===== src/hdl/lfrm_pkg.sv =====
`timescale 1ns / 1ps
`default_nettype none

package lfrm_pkg;

   // Field widths
   localparam int COORD_W    = 16;
   localparam int ANGLE_W    = 9;
   localparam int MAX_FACES  = 10;
   localparam int FACE_CNT_W = 4;

   // Configuration port
   localparam int CSR_IDX_W  = 3;
   localparam int CSR_DATA_W = COORD_W;

   // Arithmetic widths
   localparam int MUL_A_W = COORD_W + 1;          // box size is one bit wider
   localparam int PROD_W  = MUL_A_W + COORD_W;
   localparam int NUM_W   = PROD_W + 1;           // doubled product plus divisor
   localparam int DIV_W   = COORD_W + 1;          // doubled crop width
   localparam int AREA_W  = 2 * COORD_W;
   localparam int STEP_W  = $clog2(COORD_W);

   localparam logic [COORD_W-1:0] COORD_MAX = '1;

   // Register indexes
   localparam logic [CSR_IDX_W-1:0] CSR_CROP_LEFT   = 3'd0;
   localparam logic [CSR_IDX_W-1:0] CSR_CROP_TOP    = 3'd1;
   localparam logic [CSR_IDX_W-1:0] CSR_CROP_WIDTH  = 3'd2;
   localparam logic [CSR_IDX_W-1:0] CSR_CROP_HEIGHT = 3'd3;
   localparam logic [CSR_IDX_W-1:0] CSR_OUT_WIDTH   = 3'd4;
   localparam logic [CSR_IDX_W-1:0] CSR_OUT_HEIGHT  = 3'd5;
   localparam logic [CSR_IDX_W-1:0] CSR_ROT_ANGLE   = 3'd6;

   typedef enum logic [2:0] {
      S_IDLE,
      S_MUL,
      S_LOAD,
      S_DIV,
      S_STORE,
      S_AREA,
      S_CMP,
      S_EMIT
   } state_type;

   // Divisions done per face, in order
   typedef enum logic [2:0] {
      OP_Q,    // crop_width * out_height / out_width
      OP_T,    // mapped top
      OP_L,    // mapped left
      OP_W,    // mapped width
      OP_H     // mapped height
   } op_type;

   typedef struct packed {
      logic   accept;
      logic   mul;
      logic   load;
      logic   step;
      logic   store;
      logic   area;
      logic   update;
      logic   emit;
      op_type op;
   } dp_cmd_type;

   typedef struct packed {
      logic consider;
      logic req_last;
      logic item_last;
      logic div_last;
      logic out_free;
   } dp_sts_type;

endpackage

`default_nettype wire


===== src/hdl/lfrm_ctrl.sv =====
`timescale 1ns / 1ps
`default_nettype none

module lfrm_ctrl (
   input  wire logic                 clock,
   input  wire logic                 reset,
   input  wire logic                 req_valid,
   output logic                      req_stall,
   input  wire lfrm_pkg::dp_sts_type sts,
   output lfrm_pkg::dp_cmd_type      cmd
);

   lfrm_pkg::state_type state_ff, state_in;
   lfrm_pkg::op_type    op_ff, op_in;

   // Take a word only while idle
   assign req_stall = (state_ff != lfrm_pkg::S_IDLE);

   // State registers
   always_ff @(posedge clock) begin
      if (reset) begin
         state_ff <= lfrm_pkg::S_IDLE;
         op_ff    <= lfrm_pkg::OP_Q;
      end else begin
         state_ff <= state_in;
         op_ff    <= op_in;
      end
   end

   // Next state
   always_comb begin
      state_in = state_ff;
      op_in    = op_ff;
      unique case (state_ff)
         lfrm_pkg::S_IDLE: begin
            if (req_valid) begin
               op_in = lfrm_pkg::OP_Q;
               if (sts.consider) begin
                  state_in = lfrm_pkg::S_MUL;
               end else if (sts.req_last) begin
                  state_in = lfrm_pkg::S_EMIT;
               end
            end
         end
         lfrm_pkg::S_MUL:  state_in = lfrm_pkg::S_LOAD;
         lfrm_pkg::S_LOAD: state_in = lfrm_pkg::S_DIV;
         lfrm_pkg::S_DIV: begin
            if (sts.div_last) begin
               state_in = lfrm_pkg::S_STORE;
            end
         end
         lfrm_pkg::S_STORE: begin
            unique case (op_ff)
               lfrm_pkg::OP_Q: begin
                  op_in    = lfrm_pkg::OP_T;
                  state_in = lfrm_pkg::S_MUL;
               end
               lfrm_pkg::OP_T: begin
                  op_in    = lfrm_pkg::OP_L;
                  state_in = lfrm_pkg::S_MUL;
               end
               lfrm_pkg::OP_L: begin
                  op_in    = lfrm_pkg::OP_W;
                  state_in = lfrm_pkg::S_MUL;
               end
               lfrm_pkg::OP_W: begin
                  op_in    = lfrm_pkg::OP_H;
                  state_in = lfrm_pkg::S_MUL;
               end
               default: state_in = lfrm_pkg::S_AREA;
            endcase
         end
         lfrm_pkg::S_AREA: state_in = lfrm_pkg::S_CMP;
         lfrm_pkg::S_CMP: begin
            state_in = sts.item_last ? lfrm_pkg::S_EMIT : lfrm_pkg::S_IDLE;
         end
         lfrm_pkg::S_EMIT: begin
            if (sts.out_free) begin
               state_in = lfrm_pkg::S_IDLE;
            end
         end
         default: state_in = lfrm_pkg::S_IDLE;
      endcase
   end

   // Datapath commands
   always_comb begin
      cmd    = '0;
      cmd.op = op_ff;
      unique case (state_ff)
         lfrm_pkg::S_IDLE:  cmd.accept = req_valid;
         lfrm_pkg::S_MUL:   cmd.mul    = 1'b1;
         lfrm_pkg::S_LOAD:  cmd.load   = 1'b1;
         lfrm_pkg::S_DIV:   cmd.step   = 1'b1;
         lfrm_pkg::S_STORE: cmd.store  = 1'b1;
         lfrm_pkg::S_AREA:  cmd.area   = 1'b1;
         lfrm_pkg::S_CMP:   cmd.update = 1'b1;
         lfrm_pkg::S_EMIT:  cmd.emit   = sts.out_free;
         default: ;
      endcase
   end

   // A face that needs mapping always starts with the letterbox division
   a_start_map: assert property (@(posedge clock) disable iff (reset)
      (state_ff == lfrm_pkg::S_IDLE && req_valid && sts.consider)
      |=> (state_ff == lfrm_pkg::S_MUL && op_ff == lfrm_pkg::OP_Q))
      else $error("mapping did not start with the letterbox division");

endmodule

`default_nettype wire


===== src/hdl/lfrm_datapath.sv =====
`timescale 1ns / 1ps
`default_nettype none

module lfrm_datapath (
   input  wire logic                                   clock,
   input  wire logic                                   reset,
   input  wire lfrm_pkg::dp_cmd_type                   cmd,
   output lfrm_pkg::dp_sts_type                        sts,
   // configuration
   input  wire logic                                   csr_we,
   input  wire logic [lfrm_pkg::CSR_IDX_W-1:0]         csr_index,
   input  wire logic [lfrm_pkg::CSR_DATA_W-1:0]        csr_wdata,
   // input word
   input  wire logic [lfrm_pkg::COORD_W-1:0]           req_face_x_min,
   input  wire logic [lfrm_pkg::COORD_W-1:0]           req_face_y_min,
   input  wire logic [lfrm_pkg::COORD_W-1:0]           req_face_x_max,
   input  wire logic [lfrm_pkg::COORD_W-1:0]           req_face_y_max,
   input  wire logic                                   req_face_valid,
   input  wire logic                                   req_last_face,
   // result word
   output logic                                        rsp_valid,
   input  wire logic                                   rsp_stall,
   output logic [lfrm_pkg::COORD_W-1:0]                rsp_best_x,
   output logic [lfrm_pkg::COORD_W-1:0]                rsp_best_y,
   output logic [lfrm_pkg::COORD_W-1:0]                rsp_best_w,
   output logic [lfrm_pkg::COORD_W-1:0]                rsp_best_h,
   output logic [lfrm_pkg::ANGLE_W-1:0]                rsp_best_angle,
   output logic [lfrm_pkg::COORD_W-1:0]                rsp_center_x,
   output logic [lfrm_pkg::COORD_W-1:0]                rsp_center_y,
   output logic                                        rsp_face_found
);

   localparam int CW = lfrm_pkg::COORD_W;
   localparam logic [lfrm_pkg::MUL_A_W-1:0] MUL_A_ONE = lfrm_pkg::MUL_A_W'(1);

   // Configuration registers
   logic [CW-1:0]                crop_left_ff, crop_top_ff, crop_width_ff, crop_height_ff;
   logic [CW-1:0]                out_width_ff, out_height_ff;
   logic [lfrm_pkg::ANGLE_W-1:0] rot_angle_ff;

   // Current face
   logic [CW-1:0]                l_ff, t_ff, l_in, t_in;
   logic [lfrm_pkg::MUL_A_W-1:0] rw_ff, rh_ff;
   logic                         last_ff;

   // Per-face results
   logic [CW-1:0] off_ff, mt_ff, ml_ff, mw_ff, mh_ff, off_in;

   // Multiplier and divider
   logic [lfrm_pkg::MUL_A_W-1:0] mul_a;
   logic [CW-1:0]                mul_b, t_diff;
   logic [lfrm_pkg::PROD_W-1:0]  prod_ff, prod_in;
   logic [lfrm_pkg::NUM_W-1:0]   num;
   logic [lfrm_pkg::DIV_W-1:0]   dvs, div_ff, rem_ff, rem_in;
   logic [CW-1:0]                low_ff, low_in, quot;
   logic [lfrm_pkg::DIV_W:0]     rem2, rem_sub;
   logic                         ge, sat_ff;
   logic [lfrm_pkg::STEP_W-1:0]  cnt_ff;

   // Frame state
   logic [lfrm_pkg::AREA_W-1:0]     best_area_ff;
   logic [CW-1:0]                   best_left_ff, best_top_ff, best_width_ff, best_height_ff;
   logic [lfrm_pkg::FACE_CNT_W-1:0] faces_seen_ff;

   // Result staging
   logic [CW:0]   cx, cy;
   logic          fallback, found;
   logic          regs_ok, count_ok, inverted;

   // Configuration writes
   always_ff @(posedge clock) begin
      if (reset) begin
         crop_left_ff   <= '0;
         crop_top_ff    <= '0;
         crop_width_ff  <= CW'(1);
         crop_height_ff <= CW'(1);
         out_width_ff   <= CW'(1);
         out_height_ff  <= CW'(1);
         rot_angle_ff   <= '0;
      end else if (csr_we) begin
         unique case (csr_index)
            lfrm_pkg::CSR_CROP_LEFT:   crop_left_ff   <= csr_wdata[CW-1:0];
            lfrm_pkg::CSR_CROP_TOP:    crop_top_ff    <= csr_wdata[CW-1:0];
            lfrm_pkg::CSR_CROP_WIDTH:  crop_width_ff  <= csr_wdata[CW-1:0];
            lfrm_pkg::CSR_CROP_HEIGHT: crop_height_ff <= csr_wdata[CW-1:0];
            lfrm_pkg::CSR_OUT_WIDTH:   out_width_ff   <= csr_wdata[CW-1:0];
            lfrm_pkg::CSR_OUT_HEIGHT:  out_height_ff  <= csr_wdata[CW-1:0];
            lfrm_pkg::CSR_ROT_ANGLE:   rot_angle_ff   <= csr_wdata[lfrm_pkg::ANGLE_W-1:0];
            default: ;
         endcase
      end
   end

   // Qualify the incoming word
   assign regs_ok  = (crop_width_ff != '0) && (crop_height_ff != '0) &&
                     (out_width_ff != '0) && (out_height_ff != '0);
   assign count_ok = req_face_valid &&
                     (faces_seen_ff < lfrm_pkg::FACE_CNT_W'(lfrm_pkg::MAX_FACES));
   assign inverted = (req_face_x_max < req_face_x_min) || (req_face_y_max < req_face_y_min);

   assign sts.consider  = count_ok && !inverted && regs_ok;
   assign sts.req_last  = req_last_face;
   assign sts.item_last = last_ff;
   assign sts.div_last  = (cnt_ff == lfrm_pkg::STEP_W'(CW - 1));
   assign sts.out_free  = !rsp_valid || !rsp_stall;

   // Clamp the box origin to the crop region
   assign l_in = (req_face_x_min > crop_left_ff) ? req_face_x_min - crop_left_ff : '0;
   assign t_in = (req_face_y_min > crop_top_ff) ? req_face_y_min - crop_top_ff : '0;

   // Capture the face
   always_ff @(posedge clock) begin
      if (cmd.accept) begin
         l_ff    <= l_in;
         t_ff    <= t_in;
         rw_ff   <= {1'b0, req_face_x_max} - {1'b0, req_face_x_min} + MUL_A_ONE;
         rh_ff   <= {1'b0, req_face_y_max} - {1'b0, req_face_y_min} + MUL_A_ONE;
         last_ff <= req_last_face;
      end
   end

   // Remove the letterbox offset; a top above it maps to zero
   assign t_diff = (t_ff > off_ff) ? t_ff - off_ff : '0;

   // Select multiplier operands
   always_comb begin
      mul_a = '0;
      mul_b = out_width_ff;
      if (cmd.area) begin
         mul_a = {1'b0, mw_ff};
         mul_b = mh_ff;
      end else begin
         unique case (cmd.op)
            lfrm_pkg::OP_Q: begin
               mul_a = {1'b0, crop_width_ff};
               mul_b = out_height_ff;
            end
            lfrm_pkg::OP_T: mul_a = {1'b0, t_diff};
            lfrm_pkg::OP_L: mul_a = {1'b0, l_ff};
            lfrm_pkg::OP_W: mul_a = rw_ff;
            lfrm_pkg::OP_H: mul_a = rh_ff;
            default: mul_a = '0;
         endcase
      end
   end

   assign prod_in = lfrm_pkg::PROD_W'(mul_a) * lfrm_pkg::PROD_W'(mul_b);

   always_ff @(posedge clock) begin
      if (cmd.mul || cmd.area) begin
         prod_ff <= prod_in;
      end
   end

   // Form dividend and divisor; rounded ops use (2*L*s + c) / (2*c)
   always_comb begin
      case (cmd.op) inside
         lfrm_pkg::OP_Q: begin
            num = lfrm_pkg::NUM_W'(prod_ff);
            dvs = lfrm_pkg::DIV_W'(out_width_ff);
         end
         lfrm_pkg::OP_T, lfrm_pkg::OP_L: begin
            num = {prod_ff, 1'b0} + lfrm_pkg::NUM_W'(crop_width_ff);
            dvs = {crop_width_ff, 1'b0};
         end
         default: begin
            num = lfrm_pkg::NUM_W'(prod_ff);
            dvs = lfrm_pkg::DIV_W'(crop_width_ff);
         end
      endcase
   end

   // One restoring step: shift in a dividend bit, subtract when it fits
   assign rem2    = {rem_ff, low_ff[CW-1]};
   assign rem_sub = rem2 - {1'b0, div_ff};
   assign ge      = (rem2 >= {1'b0, div_ff});
   assign rem_in  = ge ? rem_sub[lfrm_pkg::DIV_W-1:0] : rem2[lfrm_pkg::DIV_W-1:0];
   assign low_in  = {low_ff[CW-2:0], ge};

   // Divider registers; a quotient past the coordinate range saturates
   always_ff @(posedge clock) begin
      if (cmd.load) begin
         div_ff <= dvs;
         sat_ff <= (num[lfrm_pkg::NUM_W-1:CW] >= {1'b0, dvs});
         rem_ff <= num[CW+lfrm_pkg::DIV_W-1:CW];
         low_ff <= num[CW-1:0];
         cnt_ff <= '0;
      end else if (cmd.step) begin
         rem_ff <= rem_in;
         low_ff <= low_in;
         cnt_ff <= cnt_ff + lfrm_pkg::STEP_W'(1);
      end
   end

   assign quot   = sat_ff ? lfrm_pkg::COORD_MAX : low_ff;
   assign off_in = (crop_height_ff > quot) ? ((crop_height_ff - quot) >> 1) : '0;

   // Store each quotient where it belongs; sizes are forced even
   always_ff @(posedge clock) begin
      if (cmd.store) begin
         unique case (cmd.op)
            lfrm_pkg::OP_Q: off_ff <= off_in;
            lfrm_pkg::OP_T: mt_ff  <= quot;
            lfrm_pkg::OP_L: ml_ff  <= quot;
            lfrm_pkg::OP_W: mw_ff  <= {quot[CW-1:1], 1'b0};
            lfrm_pkg::OP_H: mh_ff  <= {quot[CW-1:1], 1'b0};
            default: ;
         endcase
      end
   end

   // Keep the largest box of the frame; ties keep the earlier one
   always_ff @(posedge clock) begin
      if (reset || cmd.emit) begin
         best_area_ff   <= '0;
         best_left_ff   <= '0;
         best_top_ff    <= '0;
         best_width_ff  <= '0;
         best_height_ff <= '0;
         faces_seen_ff  <= '0;
      end else begin
         if (cmd.accept && count_ok) begin
            faces_seen_ff <= faces_seen_ff + lfrm_pkg::FACE_CNT_W'(1);
         end
         if (cmd.update && (prod_ff[lfrm_pkg::AREA_W-1:0] > best_area_ff)) begin
            best_area_ff   <= prod_ff[lfrm_pkg::AREA_W-1:0];
            best_left_ff   <= ml_ff;
            best_top_ff    <= mt_ff;
            best_width_ff  <= mw_ff;
            best_height_ff <= mh_ff;
         end
      end
   end

   // Box center with fallback to the middle of the output
   assign cx       = {1'b0, best_left_ff} + {2'b00, best_width_ff[CW-1:1]};
   assign cy       = {1'b0, best_top_ff} + {2'b00, best_height_ff[CW-1:1]};
   assign fallback = (cx == '0) || (cy == '0) ||
                     (cx > {1'b0, out_width_ff}) || (cy > {1'b0, out_height_ff});
   assign found    = (best_area_ff != '0);

   // Output register
   always_ff @(posedge clock) begin
      if (reset) begin
         rsp_valid <= 1'b0;
      end else if (cmd.emit) begin
         rsp_valid <= 1'b1;
      end else if (!rsp_stall) begin
         rsp_valid <= 1'b0;
      end
   end

   always_ff @(posedge clock) begin
      if (cmd.emit) begin
         rsp_best_x     <= best_left_ff;
         rsp_best_y     <= best_top_ff;
         rsp_best_w     <= best_width_ff;
         rsp_best_h     <= best_height_ff;
         rsp_best_angle <= found ? rot_angle_ff : '0;
         rsp_center_x   <= fallback ? (out_width_ff >> 1) : cx[CW-1:0];
         rsp_center_y   <= fallback ? (out_height_ff >> 1) : cy[CW-1:0];
         rsp_face_found <= found;
      end
   end

   a_even_size: assert property (@(posedge clock) disable iff (reset)
      (best_width_ff[0] == 1'b0) && (best_height_ff[0] == 1'b0))
      else $error("kept box has an odd size");

   a_area_match: assert property (@(posedge clock) disable iff (reset)
      (best_area_ff != '0) == ((best_width_ff != '0) && (best_height_ff != '0)))
      else $error("kept area disagrees with kept size");

   a_face_limit: assert property (@(posedge clock) disable iff (reset)
      faces_seen_ff <= lfrm_pkg::FACE_CNT_W'(lfrm_pkg::MAX_FACES))
      else $error("face count passed its limit");

   a_emit_clears: assert property (@(posedge clock) disable iff (reset)
      cmd.emit |=> (rsp_valid && (best_area_ff == '0) && (faces_seen_ff == '0)))
      else $error("result not posted or frame not cleared");

endmodule

`default_nettype wire


===== src/hdl/largest_face_rect_mapper.sv =====
`timescale 1ns / 1ps
`default_nettype none

// A face that is mapped runs five divisions before the next word is taken, each a multiply,
// a load, 16 steps of the shared radix-2 divider and a store, then an area multiply and a
// compare. A skipped word (no face, past the face limit, inverted box or zero size register)
// needs no division; the word that ends the frame then posts the result once the output is
// free, and the result appears in the next cycle and then waits in an output register.
// Synchronous reset restores register defaults, clears the frame and drops rsp_valid.
module largest_face_rect_mapper (
   input  wire logic                                  clock,
   input  wire logic                                  reset,
   // configuration
   input  wire logic                                  csr_we,
   input  wire logic [lfrm_pkg::CSR_IDX_W-1:0]        csr_index,
   input  wire logic [lfrm_pkg::CSR_DATA_W-1:0]       csr_wdata,
   // input channel
   input  wire logic                                  req_valid,
   output logic                                       req_stall,
   input  wire logic [lfrm_pkg::COORD_W-1:0]          req_face_x_min,
   input  wire logic [lfrm_pkg::COORD_W-1:0]          req_face_y_min,
   input  wire logic [lfrm_pkg::COORD_W-1:0]          req_face_x_max,
   input  wire logic [lfrm_pkg::COORD_W-1:0]          req_face_y_max,
   input  wire logic                                  req_face_valid,
   input  wire logic                                  req_last_face,
   // result channel
   output logic                                       rsp_valid,
   input  wire logic                                  rsp_stall,
   output logic [lfrm_pkg::COORD_W-1:0]               rsp_best_x,
   output logic [lfrm_pkg::COORD_W-1:0]               rsp_best_y,
   output logic [lfrm_pkg::COORD_W-1:0]               rsp_best_w,
   output logic [lfrm_pkg::COORD_W-1:0]               rsp_best_h,
   output logic [lfrm_pkg::ANGLE_W-1:0]               rsp_best_angle,
   output logic [lfrm_pkg::COORD_W-1:0]               rsp_center_x,
   output logic [lfrm_pkg::COORD_W-1:0]               rsp_center_y,
   output logic                                       rsp_face_found
);

   lfrm_pkg::dp_cmd_type cmd;
   lfrm_pkg::dp_sts_type sts;

   // Sequence the divisions for each face
   lfrm_ctrl u_ctrl (
      .clock     (clock),
      .reset     (reset),
      .req_valid (req_valid),
      .req_stall (req_stall),
      .sts       (sts),
      .cmd       (cmd)
   );

   // Map boxes and keep the largest
   lfrm_datapath u_datapath (
      .clock          (clock),
      .reset          (reset),
      .cmd            (cmd),
      .sts            (sts),
      .csr_we         (csr_we),
      .csr_index      (csr_index),
      .csr_wdata      (csr_wdata),
      .req_face_x_min (req_face_x_min),
      .req_face_y_min (req_face_y_min),
      .req_face_x_max (req_face_x_max),
      .req_face_y_max (req_face_y_max),
      .req_face_valid (req_face_valid),
      .req_last_face  (req_last_face),
      .rsp_valid      (rsp_valid),
      .rsp_stall      (rsp_stall),
      .rsp_best_x     (rsp_best_x),
      .rsp_best_y     (rsp_best_y),
      .rsp_best_w     (rsp_best_w),
      .rsp_best_h     (rsp_best_h),
      .rsp_best_angle (rsp_best_angle),
      .rsp_center_x   (rsp_center_x),
      .rsp_center_y   (rsp_center_y),
      .rsp_face_found (rsp_face_found)
   );

endmodule

`default_nettype wire


===== config.mk =====
export PLATFORM = sky130hd
export DESIGN_NAME = largest_face_rect_mapper
export DESIGN_NICKNAME = d
export VERILOG_FILES = /design/src/hdl/lfrm_pkg.sv /design/src/hdl/lfrm_ctrl.sv /design/src/hdl/lfrm_datapath.sv /design/src/hdl/largest_face_rect_mapper.sv
export SDC_FILE = /design/constraint.sdc
export NUM_CORES = 2
export LEC_CHECK = 0
export BUFFER_PORTS_ARGS = -buffer_cell sky130_fd_sc_hd__buf_4
export CORE_MARGIN = 2
export CORE_UTILIZATION = 60
export CTS_BUF_LIST = sky130_fd_sc_hd__clkbuf_8
export DETAILED_ROUTE_END_ITERATION = 10
export GPL_TIMING_DRIVEN = 0
export PLACE_DENSITY_LB_ADDON = 0.3
export SYNTH_ARGS = -nofsm -noshare
export SYNTH_HDL_FRONTEND = slang
export SYNTH_SLANG_ARGS = --single-unit

===== constraint.sdc =====
create_clock -name clock -period 11.6 [get_ports clock]
set_input_delay 0.58 -clock clock [delete_from_list [all_inputs] [get_ports clock]]
set_output_delay 0.58 -clock clock [all_outputs]
set_load 0.01 [all_outputs]

-- Word-level counts from Yosys, hierarchy flattened
Index checks and enable logic that the tools add are counted.
- output and inout bits: 108
- register bits after elaboration: 547
- bits of input ports: 90
- reduce and logical (&&, ||, !) cells: 47
- multiply operators: 1
- mux-type cells: 38
- eq/ne operators: 24
- add/sub/neg operators: 14
- order comparisons: 12
- operator list (cell ; number):
    $mux W17 ; 6
    $mux W16 ; 6
    $pmux W17 S5 ; 1
    $mux W34 ; 2
    $gt A16 B16 Y1 ; 4
    $reduce_bool A16 Y1 ; 4
    $sub A16 B16 Y16 ; 4
    $ge A18 B17 Y1 ; 2
    $add A16 B15 Y17 ; 2
    $add A17 B1 Y17 const B ; 2
    $add A34 B16 Y34 ; 1
    $gt A17 B16 Y1 ; 2
    $logic_not A17 Y1 ; 2
    $sub A16 B16 Y17 ; 2
    $mul A17 B16 Y33 ; 1
    $gt A32 B32 Y1 ; 1
    $lt A16 B16 Y1 ; 2
    $reduce_bool A32 Y1 ; 1
    $mux W15 ; 2
    $eq A3 B3 Y1 const B ; 8
    $mux W3 ; 8
    $pmux W3 S8 ; 1
    $reduce_and A2 Y1 ; 12
    $eq A3 B2 Y1 const B ; 6
    other kinds (22) ; 54

-- Depth between registers and ports, before layout
- depth after elaboration: 8
- depth in mapped cells: 37
- depth with buffers taken out: 35

-- By module
From an unflattened synthesis, not the netlist that was laid out.
- cell total of the unflattened synthesis: 4246
- area total of the unflattened synthesis: 40059.7 um2
- by module, submodules not included (module ; sequential area each (um2) ; instances ; cells an instance ; area each (um2)):
    lfrm_datapath ; 14133.6 ; 1 ; 4198 ; 39640.5
    lfrm_ctrl ; 120.1 ; 1 ; 48 ; 419.2

-- Worst setup path before layout
OpenSTA, ideal clock, no wires.
- path type: reg2reg
- start: reg u_ctrl.state_ff[0]
- end: reg u_datapath.prod_ff[28] (netlist name), data pin
- path buffers: 4
- setup slack: 2.034 ns
- setup time: 0.258 ns
- data arrival time: 9.309 ns
- required time: 11.342 ns
- stages on the path, launching flop included: 30
- period minus slack after synthesis: 9.566 ns
- cell sequence: dfxtp_1 clkbuf_1 nor2b_1 and2_1 clkbuf_1 buf_1 nor2_1 a221oi_1 nor2_1 fa_1 inv_1 fa_1 fa_1 inv_1 fa_1 fa_1 inv_1 fa_1 inv_1 ha_1 clkbuf_1 a21oi_1 o21ai_0 a2111oi_0 a211oi_1 a2111o_1 a21o_1 a21o_1 a21oi_1 xnor2_1
- cells in the longest elaborated chain, start to end: 4
- ends and longest elaborated chain (element ; line ; source):
    start, declared ; lfrm_ctrl.sv:13 ; lfrm_pkg::state_type state_ff, state_in;
    start signal, assigned ; lfrm_ctrl.sv:22 ; state_ff <= lfrm_pkg::S_IDLE;
    start signal, assigned ; lfrm_ctrl.sv:25 ; state_ff <= state_in;
    $eq A3 B3 Y1 * ; lfrm_ctrl.sv:90 ; unique case (state_ff)
    $mux W1 * ; lfrm_ctrl.sv:90 ;
    $mux W17 / $mux W16 (equally long branches) ; lfrm_datapath.sv:129 ; if (cmd.area) begin
    $mul A17 B16 Y33 * ; lfrm_datapath.sv:147 ; assign prod_in = lfrm_pkg::PROD_W'(mul_a) * lfrm_pkg::PROD_W'(mul_b);
    net u_datapath.prod_in, one bit ; lfrm_datapath.sv:52 ; logic [lfrm_pkg::PROD_W-1:0] prod_ff, prod_in;
    end signal, assigned ; lfrm_datapath.sv:151 ; prod_ff <= prod_in;
    end, declared ; lfrm_datapath.sv:52 ;
Mark *: on every way through the listed nets, which the timed path passes. The rest lies on a longest branch.
A chain may end at the register's enable or synchronous reset.

-- Worst setup path after layout
- start: reg u_datapath.off_ff[0]
- end: reg u_datapath.prod_ff[32] (netlist name), data pin
- cells in the longest elaborated chain, start to end: 5
- ends and longest elaborated chain (element ; line ; source):
    start, declared ; lfrm_datapath.sv:47 ; logic [CW-1:0] off_ff, mt_ff, ml_ff, mw_ff, mh_ff, off_in;
    start signal, assigned ; lfrm_datapath.sv:202 ; lfrm_pkg::OP_Q: off_ff <= off_in;
    $sub A16 B16 Y16 / $gt A16 B16 Y1 (equally long branches) ; lfrm_datapath.sv:123 ; assign t_diff = (t_ff > off_ff) ? t_ff - off_ff : '0;
    $mux W16 * ; lfrm_datapath.sv:123 ;
    $pmux W17 S5 * ; lfrm_datapath.sv:133 ; unique case (cmd.op)
    $mux W17 * ; lfrm_datapath.sv:129 ;
    $mul A17 B16 Y33 * ; lfrm_datapath.sv:147 ;
    net u_datapath.prod_in, one bit ; lfrm_datapath.sv:52 ;
Marked as above.

==> flow_summary_export.csv <==
group,metric,value,unit
floorplan,core_area,67280,µm²
clocking,clk_latency,0.74,ns
clocking,cts.sinks,546,
synthesis,ys_ff_latch,546,
timing,worst_pin_slew,1.445,ns
synthesis,synth_flop_cell,"edfxtp_1",
worst_setup_path,setup.worst_path.end_class,"flop",
power_and_ir_drop,vdd_drop_max,0.0001132,V
worst_setup_path,crit_top_cell,"fa_1",
grt,grt_max_degree,46,
grt,grt_pass1_vias,33130,
worst_setup_path,timing.rr.end,"u_datapath.prod_ff[32]",
timing,finalHoldViolCount,0,
clocking,clk_path_buf_depth,3,
floorplan,ioPinCount,198,
timing,fmax,94.46,MHz
job,maxCapViolCount,0,
timing,min_period,10.59,ns
final_layout,syn_to_final_growth,11.84,%
synthesis,synth_edf_count,332,
drt,drt_iter0_markers,3268,
floorplan,start_util,60.70,%
synthesis,ys_warn_count,0,
final_layout,multi_input_area,24070,µm²
power_and_ir_drop,power_per_cell_area,174.6,nW/µm²
clocking,h-tree-depth,3,
worst_hold_path,min_path_type,"in -> reg",
clocking,hold_buffers,0,
drt,antenna_left,0,
outcome,status,"finished clean",
drt,vias,34250,
place,placed_cell_area,43560,µm²
clocking,root_buffer,"clkbuf_8",
drt,routed_via_density,6.058,
grt,antenna_found_initial,5,
power_and_ir_drop,fin_total_pwr,0.007971,W
timing,slew_headroom,3.327,%
grt,track_usage,36.99,%
worst_setup_path,max_stage_delay,0.79,ns
synthesis,postSynth.asyncResetShare,0,%
place,portBuffers,194,
grt,grt_pass1_wl,195400,µm
synthesis,synth_cell_types,81,
worst_setup_path,cp-start-kind,"flop",
grt,overflow,0,
clocking,tritoncts,"done",
drt,drt_first_pass_iters,6,
worst_setup_path,worstRegToRegCells,33,
synthesis,netlist_area,40830,µm²
synthesis,yosysSeqAreaShare,34.91,%
worst_setup_path,r2r_start,"u_datapath.off_ff[0]",
worst_hold_path,whs_endpoint,"u_datapath.last_ff",
clocking,numCtsBuffers,91,
worst_setup_path,cp_max_fo,10,
floorplan,fp-row-count,95,
floorplan,fp.dieW,264.9,µm
clocking,post_cts_buffers,0,
synthesis,avgSynthCellArea,9.285,µm²
timing,finalWorstSetupSlack,1.013,ns
timing,fin_crit_sh,91.26,%
worst_setup_path,slowest_stage,"a211oi_1",
power_and_ir_drop,p_leak,20.02,nW
worst_setup_path,critPathBufInv,6,
clocking,cts-resized-gates,0,
place,placedCellCount,5475,
timing,setup_viol,0,
timing,skew,0.06476,ns
final_layout,fin_cells,5654,
worst_setup_path,crit_arrival,11.03,ns
place,hpwl,102700,µm
drt,wirelength,130000,µm
floorplan,die_area,70160,µm²
worst_setup_path,cp.required,12.04,ns
worst_hold_path,min-delay-start,"req_last_face",
timing,slew_violations,0,
final_layout,layout-drive-gt1-share,9.177,%
timing,rsz0062_at_grt,"no",
final_layout,final_area,45670,µm²
place,post-place-ws,1.324,ns
synthesis,syn_inst,4398,
final_layout,fillers,5392,
final_layout,seqCellArea,14250,µm²
place,place.gp.congestion,1.064,
drt,wire_per_inst,22.99,µm
clocking,clk_pin_slew,0.07,ns
final_layout,nets,5396,
worst_setup_path,crit_type,"reg -> reg",
worst_hold_path,hold_path_depth,1,
worst_setup_path,cp_top_family,"compound AO/OA/AOI/OAI gates",
drt,drc,0,
floorplan,die_h,264.9,µm
worst_setup_path,r2r_setup_slack,1.01,ns
## layout by cell type, fill, tap and decap left out, types with 99 or more instances in the layout
master,synthesis,routed
mux2i_1,139,139
buf_4,2,198
clkbuf_8,0,102
a21o_1,99,99
fa_1,232,232
ha_1,379,379
o21ai_0,130,130
inv_1,529,542
dfxtp_1,214,214
xnor2_1,99,99
nand2_1,698,698
edfxtp_1,332,332
clkbuf_1,126,125
nor2_1,331,331
a21oi_1,312,311
## registers in the layout (all words and copies together) (netlist names), 17 cells and up
| name | cells |
|---|---|
| u_datapath.best_area_ff | 32 |
| u_datapath.div_ff | 17 |
| u_datapath.rw_ff | 17 |
| u_datapath.prod_ff | 33 |
| u_datapath.rem_ff | 17 |
| u_datapath.rh_ff | 17 |
## cells by family (layout without fill, tap and decap cells)
kind of cell | after synthesis | count (layout) | synth area share [%]
other | 1 | 10 | 0.009183
AOI/OAI and AO/OA | 820 | 820 | 12.70
and+or+nand+nor | 1426 | 1426 | 15.39
xor gates and xnor gates | 157 | 157 | 3.367
DFF | 546 | 546 | 34.91
muxes | 168 | 168 | 4.400
buffers and inverters | 669 | 1043 | 6.242
adders and majority gates | 611 | 611 | 22.99
## per-stage QoR
| step | hold slack, ns | util [%] | TNS, ns |
|---|---|---|---|
| 3_5_place_dp | 0.4425 | 64.74 | 0 |
| 4_1_cts | 0.04004 | 67.85 | 0 |
| 3_3_place_gp | 0.4376 | 64.49 | -90.13 |
| 2_1_floorplan | 0.4318 | - | 0 |
| 6_report | 0.07437 | 67.88 | 0 |
| 5_1_grt | 0.06367 | 67.85 | 0 |
## power by group
group | internal (W) | total [W] | switching [W]
clock network | 0.00110 | 0.00195 | 0.000859
logic | 0.00121 | 0.00333 | 0.00212
registers | 0.00246 | 0.00269 | 0.000234
## synth_stat cells, drive strengths merged (18+ instances only)
library cell / n / area [µm²]
nand2: 698 / 2620
inv: 529 / 1986
ha: 379 / 4742
edfxtp: 332 / 9970
nor2: 331 / 1242
a21oi: 313 / 1570
fa: 232 / 4644
dfxtp: 214 / 4284
o21ai: 143 / 719.4
mux2i: 139 / 1391
clkbuf: 126 / 473.0
a21o: 100 / 752.0
xnor2: 99 / 867.1
nor2b: 60 / 375.4
nor3: 60 / 300.3
xor2: 58 / 508.0
nand3: 42 / 210.2
o21a: 42 / 315.3
nand2b: 39 / 244.0
nand4: 38 / 237.7
nor4: 38 / 237.7
a211oi: 35 / 267.8
and3: 29 / 181.4
mux2: 29 / 405.4
or2: 27 / 171.4
o21bai: 21 / 157.7
a31oi: 18 / 118.9
o211ai: 18 / 140.1
## cell type report
| cell class | instances | share of cell area [%] |
|---|---|---|
| Antenna cell | 8 | 0.04384 |
| Buffer | 140 | 1.236 |
| Clock buffer | 102 | 3.074 |
| Clock inverter | 69 | 1.501 |
| Inverter | 529 | 4.348 |
| Multi-Input combinational cell | 3184 | 52.70 |
| Sequential cell | 546 | 31.21 |
| Tap cell | 873 | 2.392 |
| Timing Repair Buffer | 203 | 3.491 |
## how the worst max path moves through the flow
stage,from,endpoint,slack [ns],cells after the start
2_1_floorplan,u_ctrl.state_ff[0],u_datapath.prod_ff[28],2.03,29
3_3_place_gp,u_ctrl.state_ff[0],u_datapath.prod_ff[32],-0.98,29
3_5_place_dp,u_datapath.off_ff[0],u_datapath.prod_ff[32],1.32,33
4_1_cts,u_datapath.off_ff[0],u_datapath.prod_ff[32],1.30,33
5_1_grt,u_datapath.off_ff[0],u_datapath.prod_ff[32],0.47,33
6_report,u_datapath.off_ff[0],u_datapath.prod_ff[32],1.01,33
## routing by layer
layer  global-route usage (%)  part of all wire, %
met5                        0                0.033
met3                    10.00                   11
met1                    47.45                   39
met2                    57.08                   44
met4                    20.23                  6.1
## worst reg2reg max path, delay by kind of cell, from the launching register on
kind / cells / cell delay [ns]
flops: 1 / 0.39
simple gates: 5 / 0.86
fa+ha+maj: 9 / 3.71
compound gates: 12 / 3.97
xor+xnor: 1 / 0.33
buf+inv: 6 / 1.11
Power figures use the tool's default switching activity.
